<file path="config.mk">
export PLATFORM = sky130hd
export DESIGN_NAME = date_difference_days_flat
export DESIGN_NICKNAME = d
export VERILOG_FILES = /design/src/design/dd_pkg.sv /design/src/design/dd_if.sv /design/src/design/dd_day_count.sv /design/src/design/dd_split.sv /design/src/design/date_difference_days.sv /design/src/flat_wrapper.sv
export SDC_FILE = /design/constraint.sdc
export NUM_CORES = 2
export LEC_CHECK = 0
export BUFFER_PORTS_ARGS = -buffer_cell sky130_fd_sc_hd__buf_4
export CAP_MARGIN = 20
export CORE_MARGIN = 5
export CORE_UTILIZATION = 30
export DETAILED_ROUTE_END_ITERATION = 10
export GPL_TIMING_DRIVEN = 0
export MAX_ROUTING_LAYER = met4
export SYNTH_ARGS = -nofsm -noshare
export SYNTH_HDL_FRONTEND = slang
export SYNTH_SLANG_ARGS = --single-unit
</file>
<file path="constraint.sdc">
create_clock -name clk -period 23.8 [get_ports clk]
set_input_delay 4.76 -clock clk [delete_from_list [all_inputs] [get_ports clk]]
set_output_delay 4.76 -clock clk [all_outputs]
set_load 0.02 [all_outputs]
</file>
<file path="src/design/dd_pkg.sv">
// Shared types, constants and the month table for the date difference pipeline.
package dd_pkg;

  localparam int DIV_N    = 17;
  localparam int PROD_W   = 35;
  localparam int MAGIC_W  = 18;
  localparam logic [MAGIC_W-1:0] M100 = 18'd167773;
  localparam logic [MAGIC_W-1:0] M400 = 18'd167773;
  localparam int S100     = 24;
  localparam int S400     = 26;
  localparam int TOD_W    = 17;
  localparam int TODD_W   = 18;
  localparam int TOTAL_W  = 38;
  localparam int WDAYS_W  = 22;
  localparam int REM_W    = 18;
  localparam int MONTH_W  = 4;
  localparam int DBM_W    = 9;
  localparam logic [MONTH_W-1:0] MARCH = 4'd3;

  typedef struct packed {
    logic [3:0] month;
    logic [4:0] day;
    logic [4:0] hour;
    logic [5:0] minute;
    logic [5:0] second;
  } dd_time_t;

  function automatic logic [DBM_W-1:0] days_before_month(input logic [MONTH_W-1:0] mo);
    logic [DBM_W-1:0] r;
    case (mo)
      4'd0:    r = 9'd0;
      4'd1:    r = 9'd0;
      4'd2:    r = 9'd31;
      4'd3:    r = 9'd59;
      4'd4:    r = 9'd90;
      4'd5:    r = 9'd120;
      4'd6:    r = 9'd151;
      4'd7:    r = 9'd181;
      4'd8:    r = 9'd212;
      4'd9:    r = 9'd243;
      4'd10:   r = 9'd273;
      4'd11:   r = 9'd304;
      default: r = 9'd334;
    endcase
    return r;
  endfunction

endpackage

</file>
<file path="src/design/dd_if.sv">
// Valid/ready channel interfaces for the date pair words and the difference words.
interface dd_in_if #(parameter int YEAR_BITS = 12);
  logic                 valid;
  logic                 ready;
  logic [YEAR_BITS-1:0] left_year;
  logic [3:0]           left_month;
  logic [4:0]           left_day;
  logic [4:0]           left_hour;
  logic [5:0]           left_minute;
  logic [5:0]           left_second;
  logic [YEAR_BITS-1:0] right_year;
  logic [3:0]           right_month;
  logic [4:0]           right_day;
  logic [4:0]           right_hour;
  logic [5:0]           right_minute;
  logic [5:0]           right_second;

  modport source (output valid, left_year, left_month, left_day, left_hour, left_minute,
                  left_second, right_year, right_month, right_day, right_hour,
                  right_minute, right_second, input ready);
  modport sink (input valid, left_year, left_month, left_day, left_hour, left_minute,
                left_second, right_year, right_month, right_day, right_hour,
                right_minute, right_second, output ready);
endinterface

interface dd_out_if;
  logic               valid;
  logic               ready;
  logic signed [37:0] total_seconds;
  logic signed [21:0] whole_days;
  logic signed [17:0] remainder_seconds;

  modport source (output valid, total_seconds, whole_days, remainder_seconds, input ready);
  modport sink (input valid, total_seconds, whole_days, remainder_seconds, output ready);
endinterface

</file>
<file path="src/design/dd_day_count.sv">
// Three-stage pipeline turning one date-time into a day count and a second-of-day offset.
module dd_day_count #(
  parameter int YEAR_BITS = 12
) (
  input  logic                     clk,
  input  logic                     rst_n,
  input  logic                     en,
  input  logic                     in_valid,
  input  logic [YEAR_BITS-1:0]     year,
  input  dd_pkg::dd_time_t         tm,
  output logic                     out_valid,
  output logic [YEAR_BITS+8:0]     days,
  output logic [dd_pkg::TOD_W-1:0] tod
);

  localparam int DAY_W  = YEAR_BITS + 9;
  localparam int N      = dd_pkg::DIV_N;
  localparam int PW     = dd_pkg::PROD_W;
  localparam int TW     = dd_pkg::TOD_W;
  localparam int Q100_W = PW - dd_pkg::S100;
  localparam int Q400_W = PW - dd_pkg::S400;

  // stage 1: reciprocal products for the century corrections
  logic [N-1:0]         yx;
  logic [PW-1:0]        p100_nxt, p400_nxt;
  logic [PW-1:0]        p100_r, p400_r;
  logic [YEAR_BITS-1:0] y1_r;
  dd_pkg::dd_time_t     tm1_r;
  logic                 v1_r;

  assign yx       = {{(N-YEAR_BITS){1'b0}}, year};
  assign p100_nxt = PW'(yx + N'(99)) * PW'(dd_pkg::M100);
  assign p400_nxt = PW'(yx + N'(399)) * PW'(dd_pkg::M400);

  always_ff @(posedge clk) begin
    if (!rst_n) begin
      v1_r <= 1'b0;
    end else if (en) begin
      v1_r <= in_valid;
    end
  end

  always_ff @(posedge clk) begin
    if (en) begin
      p100_r <= p100_nxt;
      p400_r <= p400_nxt;
      y1_r   <= year;
      tm1_r  <= tm;
    end
  end

  // stage 2: days before the year and leap flag
  logic [N-1:0]      y1x;
  logic [N-1:0]      q4;
  logic [Q100_W-1:0] q100;
  logic [Q400_W-1:0] q400;
  logic [DAY_W-1:0]  dy_nxt, dy2_r;
  logic              leap_nxt, leap2_r;
  dd_pkg::dd_time_t  tm2_r;
  logic              v2_r;

  assign y1x  = {{(N-YEAR_BITS){1'b0}}, y1_r};
  assign q4   = (y1x + N'(3)) >> 2;
  assign q100 = p100_r[PW-1:dd_pkg::S100];
  assign q400 = p400_r[PW-1:dd_pkg::S400];
  assign dy_nxt = DAY_W'(y1_r) * DAY_W'(365) + DAY_W'(q4) - DAY_W'(q100) + DAY_W'(q400);
  assign leap_nxt = ((y1x[1:0] == 2'b00) && ((N'(q100) * N'(100)) != y1x))
                  || ((N'(q400) * N'(400)) == y1x);

  always_ff @(posedge clk) begin
    if (!rst_n) begin
      v2_r <= 1'b0;
    end else if (en) begin
      v2_r <= v1_r;
    end
  end

  always_ff @(posedge clk) begin
    if (en) begin
      dy2_r   <= dy_nxt;
      leap2_r <= leap_nxt;
      tm2_r   <= tm1_r;
    end
  end

  // stage 3: month, day and time of day
  logic [dd_pkg::DBM_W-1:0] dbm;
  logic                     leap_add;
  logic [DAY_W-1:0]         days_nxt, days_r;
  logic [TW-1:0]            tod_nxt, tod_r;
  logic                     v3_r;

  assign dbm      = dd_pkg::days_before_month(tm2_r.month);
  assign leap_add = leap2_r && (tm2_r.month >= dd_pkg::MARCH);
  assign days_nxt = dy2_r + DAY_W'(dbm) + DAY_W'(tm2_r.day) + DAY_W'(leap_add);
  assign tod_nxt  = TW'(tm2_r.hour) * TW'(3600) + TW'(tm2_r.minute) * TW'(60)
                  + TW'(tm2_r.second);

  always_ff @(posedge clk) begin
    if (!rst_n) begin
      v3_r <= 1'b0;
    end else if (en) begin
      v3_r <= v2_r;
    end
  end

  always_ff @(posedge clk) begin
    if (en) begin
      days_r <= days_nxt;
      tod_r  <= tod_nxt;
    end
  end

  assign out_valid = v3_r;
  assign days      = days_r;
  assign tod       = tod_r;

endmodule

</file>
<file path="src/design/dd_split.sv">
// Three-stage pipeline forming the signed difference and its day/second split.
module dd_split #(
  parameter int YEAR_BITS = 12
) (
  input  logic                             clk,
  input  logic                             rst_n,
  input  logic                             en,
  input  logic                             in_valid,
  input  logic [YEAR_BITS+8:0]             days_l,
  input  logic [YEAR_BITS+8:0]             days_r,
  input  logic [dd_pkg::TOD_W-1:0]         tod_l,
  input  logic [dd_pkg::TOD_W-1:0]         tod_r,
  output logic                             out_valid,
  output logic signed [dd_pkg::TOTAL_W-1:0] total_seconds,
  output logic signed [dd_pkg::WDAYS_W-1:0] whole_days,
  output logic signed [dd_pkg::REM_W-1:0]   remainder_seconds
);

  localparam int DAY_W = YEAR_BITS + 9;
  localparam int DD_W  = DAY_W + 1;
  localparam int TD_W  = dd_pkg::TODD_W;
  localparam int TOT_W = DD_W + TD_W;
  localparam logic signed [TD_W-1:0] SPD = 18'sd86400;
  localparam logic signed [TD_W-1:0] NSPD = -18'sd86400;

  // stage 4: raw differences
  logic signed [DD_W-1:0] dd4_r;
  logic signed [TD_W-1:0] td4_r;
  logic                   v4_r;

  always_ff @(posedge clk) begin
    if (!rst_n) begin
      v4_r <= 1'b0;
    end else if (en) begin
      v4_r <= in_valid;
    end
  end

  always_ff @(posedge clk) begin
    if (en) begin
      dd4_r <= signed'(DD_W'(days_l) - DD_W'(days_r));
      td4_r <= signed'(TD_W'(tod_l) - TD_W'(tod_r));
    end
  end

  // stage 5: exact total in seconds
  logic signed [TOT_W-1:0] tot_nxt, tot5_r;
  logic signed [DD_W-1:0]  dd5_r;
  logic signed [TD_W-1:0]  td5_r;
  logic                    v5_r;

  assign tot_nxt = TOT_W'(dd4_r) * TOT_W'(SPD) + TOT_W'(td4_r);

  always_ff @(posedge clk) begin
    if (!rst_n) begin
      v5_r <= 1'b0;
    end else if (en) begin
      v5_r <= v4_r;
    end
  end

  always_ff @(posedge clk) begin
    if (en) begin
      tot5_r <= tot_nxt;
      dd5_r  <= dd4_r;
      td5_r  <= td4_r;
    end
  end

  // stage 6: fold the time-of-day spill into the day count, truncating toward zero
  logic signed [2:0]      adj;
  logic signed [TD_W:0]   rem_w;
  logic signed [TD_W:0]   tdx;
  logic signed [DD_W:0]   q_w;
  logic signed [63:0]     tot_ext, q_ext;
  logic signed [dd_pkg::TOTAL_W-1:0] tot6_r;
  logic signed [dd_pkg::WDAYS_W-1:0] q6_r;
  logic signed [dd_pkg::REM_W-1:0]   rem6_r;
  logic                   v6_r;

  assign tdx = td5_r;

  always_comb begin
    adj = 3'sd0;
    if (!tot5_r[TOT_W-1]) begin
      if (td5_r >= SPD) begin
        adj = 3'sd1;
      end else if (td5_r >= 0) begin
        adj = 3'sd0;
      end else if (td5_r >= NSPD) begin
        adj = -3'sd1;
      end else begin
        adj = -3'sd2;
      end
    end else begin
      if (td5_r <= NSPD) begin
        adj = -3'sd1;
      end else if (td5_r <= 0) begin
        adj = 3'sd0;
      end else if (td5_r <= SPD) begin
        adj = 3'sd1;
      end else begin
        adj = 3'sd2;
      end
    end
  end

  assign rem_w   = tdx - (TD_W+1)'(adj) * (TD_W+1)'(SPD);
  assign q_w     = (DD_W+1)'(dd5_r) + (DD_W+1)'(adj);
  assign tot_ext = tot5_r;
  assign q_ext   = q_w;

  always_ff @(posedge clk) begin
    if (!rst_n) begin
      v6_r <= 1'b0;
    end else if (en) begin
      v6_r <= v5_r;
    end
  end

  always_ff @(posedge clk) begin
    if (en) begin
      tot6_r <= tot_ext[dd_pkg::TOTAL_W-1:0];
      q6_r   <= q_ext[dd_pkg::WDAYS_W-1:0];
      rem6_r <= rem_w[dd_pkg::REM_W-1:0];
    end
  end

  assign out_valid         = v6_r;
  assign total_seconds     = tot6_r;
  assign whole_days        = q6_r;
  assign remainder_seconds = rem6_r;

endmodule

</file>
<file path="src/design/date_difference_days.sv">
// Top level of the Gregorian date-time difference pipeline.
// Usage:
//   in_ch carries one word per pair of date-times (left and right: year, month, day,
//   hour, minute, second). out_ch returns one word per input word: left minus right as
//   exact signed seconds, plus whole days and leftover seconds, both truncated toward
//   zero.
//   A word accepted on in_ch passes through six pipeline stages (three of day counting
//   per side, three of differencing and split) to out_ch. A new word is accepted every
//   cycle while the receiver does not stall; throughput is one word per cycle.
//   When the receiver stalls, the whole pipeline holds and in_ch.ready drops as soon as
//   the output register holds an untaken word; nothing is lost or repeated.
//   Synchronous reset clears all valid bits; the pipeline is empty after reset.
//   YEAR_BITS sets the year field width; results too wide for an output wrap.
module date_difference_days #(
  parameter int YEAR_BITS = 12
) (
  input  logic         clk,
  input  logic         rst_n,
  dd_in_if.sink        in_ch,
  dd_out_if.source     out_ch
);

  localparam int DAY_W = YEAR_BITS + 9;

  logic                     en;
  logic                     vl, vr;
  logic [DAY_W-1:0]         days_l, days_r;
  logic [dd_pkg::TOD_W-1:0] tod_l, tod_r;
  dd_pkg::dd_time_t         tm_l, tm_r;

  assign en          = !out_ch.valid || out_ch.ready;
  assign in_ch.ready = en;

  assign tm_l = '{month: in_ch.left_month, day: in_ch.left_day, hour: in_ch.left_hour,
                  minute: in_ch.left_minute, second: in_ch.left_second};
  assign tm_r = '{month: in_ch.right_month, day: in_ch.right_day, hour: in_ch.right_hour,
                  minute: in_ch.right_minute, second: in_ch.right_second};

  dd_day_count #(.YEAR_BITS(YEAR_BITS)) u_left (
    .clk       (clk),
    .rst_n     (rst_n),
    .en        (en),
    .in_valid  (in_ch.valid),
    .year      (in_ch.left_year),
    .tm        (tm_l),
    .out_valid (vl),
    .days      (days_l),
    .tod       (tod_l)
  );

  dd_day_count #(.YEAR_BITS(YEAR_BITS)) u_right (
    .clk       (clk),
    .rst_n     (rst_n),
    .en        (en),
    .in_valid  (in_ch.valid),
    .year      (in_ch.right_year),
    .tm        (tm_r),
    .out_valid (vr),
    .days      (days_r),
    .tod       (tod_r)
  );

  dd_split #(.YEAR_BITS(YEAR_BITS)) u_split (
    .clk               (clk),
    .rst_n             (rst_n),
    .en                (en),
    .in_valid          (vl && vr),
    .days_l            (days_l),
    .days_r            (days_r),
    .tod_l             (tod_l),
    .tod_r             (tod_r),
    .out_valid         (out_ch.valid),
    .total_seconds     (out_ch.total_seconds),
    .whole_days        (out_ch.whole_days),
    .remainder_seconds (out_ch.remainder_seconds)
  );

endmodule

</file>
<file path="src/flat_wrapper.sv">
// flat-port wrapper written by rule: the top's interface ports become plain ports
module date_difference_days_flat 
#(
  parameter int YEAR_BITS = 12
)
  (clk, rst_n, in_ch_valid, in_ch_left_year, in_ch_left_month, in_ch_left_day, in_ch_left_hour, in_ch_left_minute, in_ch_left_second, in_ch_right_year, in_ch_right_month, in_ch_right_day, in_ch_right_hour, in_ch_right_minute, in_ch_right_second, in_ch_ready, out_ch_valid, out_ch_total_seconds, out_ch_whole_days, out_ch_remainder_seconds, out_ch_ready);
  dd_in_if #(.YEAR_BITS(YEAR_BITS)) in_ch_i ();
  dd_out_if out_ch_i ();
  input  logic clk;
  input  logic rst_n;
  input wire logic [$bits(in_ch_i.valid)-1:0] in_ch_valid;
  input wire logic [$bits(in_ch_i.left_year)-1:0] in_ch_left_year;
  input wire logic [$bits(in_ch_i.left_month)-1:0] in_ch_left_month;
  input wire logic [$bits(in_ch_i.left_day)-1:0] in_ch_left_day;
  input wire logic [$bits(in_ch_i.left_hour)-1:0] in_ch_left_hour;
  input wire logic [$bits(in_ch_i.left_minute)-1:0] in_ch_left_minute;
  input wire logic [$bits(in_ch_i.left_second)-1:0] in_ch_left_second;
  input wire logic [$bits(in_ch_i.right_year)-1:0] in_ch_right_year;
  input wire logic [$bits(in_ch_i.right_month)-1:0] in_ch_right_month;
  input wire logic [$bits(in_ch_i.right_day)-1:0] in_ch_right_day;
  input wire logic [$bits(in_ch_i.right_hour)-1:0] in_ch_right_hour;
  input wire logic [$bits(in_ch_i.right_minute)-1:0] in_ch_right_minute;
  input wire logic [$bits(in_ch_i.right_second)-1:0] in_ch_right_second;
  output wire logic [$bits(in_ch_i.ready)-1:0] in_ch_ready;
  output wire logic [$bits(out_ch_i.valid)-1:0] out_ch_valid;
  output wire logic [$bits(out_ch_i.total_seconds)-1:0] out_ch_total_seconds;
  output wire logic [$bits(out_ch_i.whole_days)-1:0] out_ch_whole_days;
  output wire logic [$bits(out_ch_i.remainder_seconds)-1:0] out_ch_remainder_seconds;
  input wire logic [$bits(out_ch_i.ready)-1:0] out_ch_ready;
  assign in_ch_i.valid = in_ch_valid;
  assign in_ch_i.left_year = in_ch_left_year;
  assign in_ch_i.left_month = in_ch_left_month;
  assign in_ch_i.left_day = in_ch_left_day;
  assign in_ch_i.left_hour = in_ch_left_hour;
  assign in_ch_i.left_minute = in_ch_left_minute;
  assign in_ch_i.left_second = in_ch_left_second;
  assign in_ch_i.right_year = in_ch_right_year;
  assign in_ch_i.right_month = in_ch_right_month;
  assign in_ch_i.right_day = in_ch_right_day;
  assign in_ch_i.right_hour = in_ch_right_hour;
  assign in_ch_i.right_minute = in_ch_right_minute;
  assign in_ch_i.right_second = in_ch_right_second;
  assign in_ch_ready = in_ch_i.ready;
  assign out_ch_valid = out_ch_i.valid;
  assign out_ch_total_seconds = out_ch_i.total_seconds;
  assign out_ch_whole_days = out_ch_i.whole_days;
  assign out_ch_remainder_seconds = out_ch_i.remainder_seconds;
  assign out_ch_i.ready = out_ch_ready;
  date_difference_days #(.YEAR_BITS(YEAR_BITS)) u_core (.clk(clk), .rst_n(rst_n), .in_ch(in_ch_i), .out_ch(out_ch_i));
endmodule
</file>
==> flow_metrics.tcl <==
set metrics [dict create \
    antenna_found_initial 5 \
    hold_viol_final 0 \
    critPathMaxFanout 44 \
    placed_area_um2 57260 \
    slew_headroom_pct 29.89 \
    fin_ws_ns 11.61 \
    outcome "finished, final reports clean" \
    ff2ff_setup_slack_ns 16.31 \
    worstSetupEndpointType "output port" \
    rr_startpoint "u_core.u_split.dd4_r[5]" \
    fin_area_um2 59030 \
    synth_enable_flop_cells 457 \
    post_cts_buffers 0 \
    dieHeight_um 429.9 \
    yosysWarnings 0 \
    postSynth.asyncResetShare_pct 0 \
    grt_pass1_vias 34920 \
    min_to "u_core.u_right.tm2_r[8]" \
    setup_viol 0 \
    cts.repair.resized 0 \
    reg2reg_to "u_core.u_split.tot5_r[39]" \
    ioPinCount 160 \
    die_area_um2 184800 \
    rsz0062_at_grt "no" \
    dr.pass1.iters 5 \
    hold_path.class "flop to flop" \
    min_from "u_core.u_right.tm1_r[8]" \
    skew_ns 0.03249 \
    clk_pin_slew_ns 0.06 \
    globalRoute.totalOverflow 0 \
    rows 154 \
    ys_types 72 \
    drc 0 \
    fill_cells 17660 \
    grt.total_usage_pct 12.09 \
    path_class "primary input to output port" \
    cp.arrival_ns 7.43 \
    hpwl_mm 91.13 \
    pre_cts_slack_ns 10.98 \
    clock_sinks 481 \
    drive_above_1_share_pct 5.440 \
    period_minus_slack_ns 12.19 \
    reg2reg_depth 28 \
    final_antenna_net_count 0 \
    drv_slew 0 \
    worst_pin_slew_ns 1.052 \
    portBuffers 159 \
    finalCritPeriodShare_pct 51.23 \
    finish.utilization_pct 33.59 \
    area_growth_pct 11.63 \
    max_cap_viol_count 0 \
    synth-main-ff-cell "edfxtp_1" \
    cts.path.max_buffers 3 \
    start_util_pct 30.09 \
    htree_levels 2 \
    seq_area_frac_synth_pct 26.86 \
    core_um2 175700 \
    tritoncts.num_buffers 54 \
    postCtsHoldBufs 0 \
    fmax_ghz 0.08202 \
    post_drt_wl_per_cell_um 14.20 \
    clkLatencyLatePin_ns 0.65 \
    cts-root-buf "clkbuf_16" \
    grt_pass1_wl_mm 178.4 \
    required_ns 19.04 \
    dieWidth_um 429.9 \
    synth_nets 6550 \
    hold_path_depth 0 \
    synth.avg_cell_area_um2 10.77 \
    cts_tree "built" \
    syn_area_um2 52880 \
    crit_path_start_kind "primary input" \
    viasPerCell 4.335 \
    wl_mm 106.9 \
    dr.first_iter.drc_count 1209 \
    nets 6781 \
    dr_total_vias 32650 \
    place.gp.congestion 0.8819 \
    ys_seq_elements 481 \
    grt_max_degree 46 \
    postSynthCellCount 4908 \
]
[critical path, cell delays in order]
cell and delay, ns:
buf_4 0.08, nor2b_1 0.03, clkbuf_1 0.35, inv_2 0.37, buf_2 0.52, buf_12 0.30, buf_12 0.25, buf_12 0.22
buf_12 0.25, buf_4 0.19
[how the worst max path moves through the flow]
stage                                    from  cells past startpoint                         to  slack (ns)
final                            out_ch_ready                     10                in_ch_ready       11.61
after global routing       in_ch_left_year[0]                     28   u_core.u_left.p400_r[30]       11.10
after CTS                        out_ch_ready                     10                in_ch_ready       11.46
after detailed placement  in_ch_right_year[0]                     26  u_core.u_right.p400_r[30]       10.98
after global placement           out_ch_ready                      6                in_ch_ready       -6.42
after floorplan                  out_ch_ready                      4                in_ch_ready        1.25
[cell usage in the layout (no fill, tap or decap), types with 15 or more instances in the layout]
cell	count
nor2_1	173
o21a_1	36
dfxtp_1	24
buf_4	169
xor2_1	101
nand2b_1	32
nor3_1	41
ha_1	998
a31oi_1	18
a211oi_1	24
o21ai_1	44
nand3_1	48
a21o_1	101
o2111ai_1	15
o21ai_0	74
nand2_1	162
clkbuf_1	22
fa_1	564
and3_1	26
nand4_1	23
xnor2_1	245
o21bai_1	39
edfxtp_1	457
nor2b_1	37
clkbuf_16	55
inv_1	1236
a21boi_1	19
a21oi_1	189
[flip-flops by register name (all words and copies together), names as in the netlist, 12 cells and up]
signal                        count
u_core.u_right.days              21
u_core.u_split.total_seconds     38
u_core.u_left.tod                17
u_core.u_left.tm1_r              26
u_core.u_right.tm2_r             26
u_core.u_split.dd5_r             22
u_core.u_left.y1_r               12
u_core.u_split.td4_r             18
u_core.u_right.tod               17
u_core.u_left.tm2_r              26
u_core.u_left.dy2_r              21
u_core.u_split.tot5_r            39
u_core.u_right.y1_r              12
u_core.u_split.dd4_r             22
u_core.u_split.whole_days        22
u_core.u_left.days               21
u_core.u_right.dy2_r             21
u_core.u_right.tm1_r             26
[logic make-up (layout without fill, tap and decap cells)]
logic type      count (synthesis)  after routing  share of synthesized area, %
other cells                     0              6                             0
xor+xnor                      346            346                         5.730
flops                         481            481                         26.86
compound gates                637            637                         7.753
fa+ha+maj                    1562           1562                         44.96
buf+inv                      1262           1538                         9.010
simple gates                  612            612                         5.534
mux                             8              8                        0.1514
[per-stage QoR]
step | hold slack, ns | instances | TNS (ns)
global placement | 0.4023 | 7407 | -523.43
floorplan | 0.4003 | 4908 | 0
detailed placement | 0.4045 | 7421 | 0
CTS | 0.4170 | 7522 | 0
global route | 0.4247 | 7529 | 0
finish | 0.4147 | 7530 | 0
[routing by layer]
metal,wire length [um],vias to the layer above,global-route usage (%)
met4,2223,0,2.615
li1,-,16530,-
met1,48210,15680,14.96
met5,0,-,-
met3,3693,99,1.750
met2,52780,343,21.02
[synth_stat cells (4+ instances only)]
| cell type | number | share of area [%] |
|---|---|---|
| inv_1 | 1236 | 8.8 |
| ha_1 | 998 | 24 |
| fa_1 | 564 | 21 |
| edfxtp_1 | 457 | 26 |
| xnor2_1 | 245 | 4.1 |
| a21oi_1 | 189 | 1.8 |
| nor2_1 | 173 | 1.2 |
| nand2_1 | 162 | 1.1 |
| a21o_1 | 101 | 1.4 |
| xor2_1 | 101 | 1.7 |
| o21ai_0 | 74 | 0.70 |
| nand3_1 | 48 | 0.45 |
| o21ai_1 | 44 | 0.42 |
| nor3_1 | 41 | 0.39 |
| o21bai_1 | 39 | 0.55 |
| nor2b_1 | 37 | 0.44 |
| o21a_1 | 36 | 0.51 |
| nand2b_1 | 32 | 0.38 |
| and3_1 | 26 | 0.31 |
| a211oi_1 | 24 | 0.34 |
| dfxtp_1 | 24 | 0.91 |
| nand4_1 | 23 | 0.27 |
| a21boi_1 | 19 | 0.27 |
| a31oi_1 | 18 | 0.21 |
| clkbuf_1 | 15 | 0.11 |
| o2111ai_1 | 15 | 0.25 |
| nor4_1 | 14 | 0.17 |
| o211ai_1 | 14 | 0.20 |
| or3_1 | 14 | 0.17 |
| a21boi_0 | 9 | 0.13 |
| and2_1 | 9 | 0.11 |
| o31ai_1 | 9 | 0.13 |
| mux2i_1 | 8 | 0.15 |
| buf_4 | 7 | 0.099 |
| and4_1 | 6 | 0.099 |
| or2_2 | 6 | 0.071 |
| nand4b_1 | 5 | 0.083 |
| nor3b_1 | 5 | 0.071 |
| a211o_1 | 4 | 0.066 |
| or4_1 | 4 | 0.057 |
[final cells by class]
cell class | count | area [um^2] | share of cell area, %
Tap cell | 2340 | 2928 | 4.960
Clock inverter | 36 | 299.0 | 0.5066
Clock buffer | 65 | 1444 | 2.446
Multi-Input combinational cell | 3165 | 33920 | 57.45
Antenna cell | 6 | 15.01 | 0.02543
Inverter | 1237 | 4643 | 7.866
Buffer | 25 | 122.6 | 0.2077
Timing Repair Buffer | 175 | 1461 | 2.476
Sequential cell | 481 | 14200 | 24.06
Power is not shown: default switching activity piles up to over one toggle a cycle in this logic, so the estimate is an artifact.
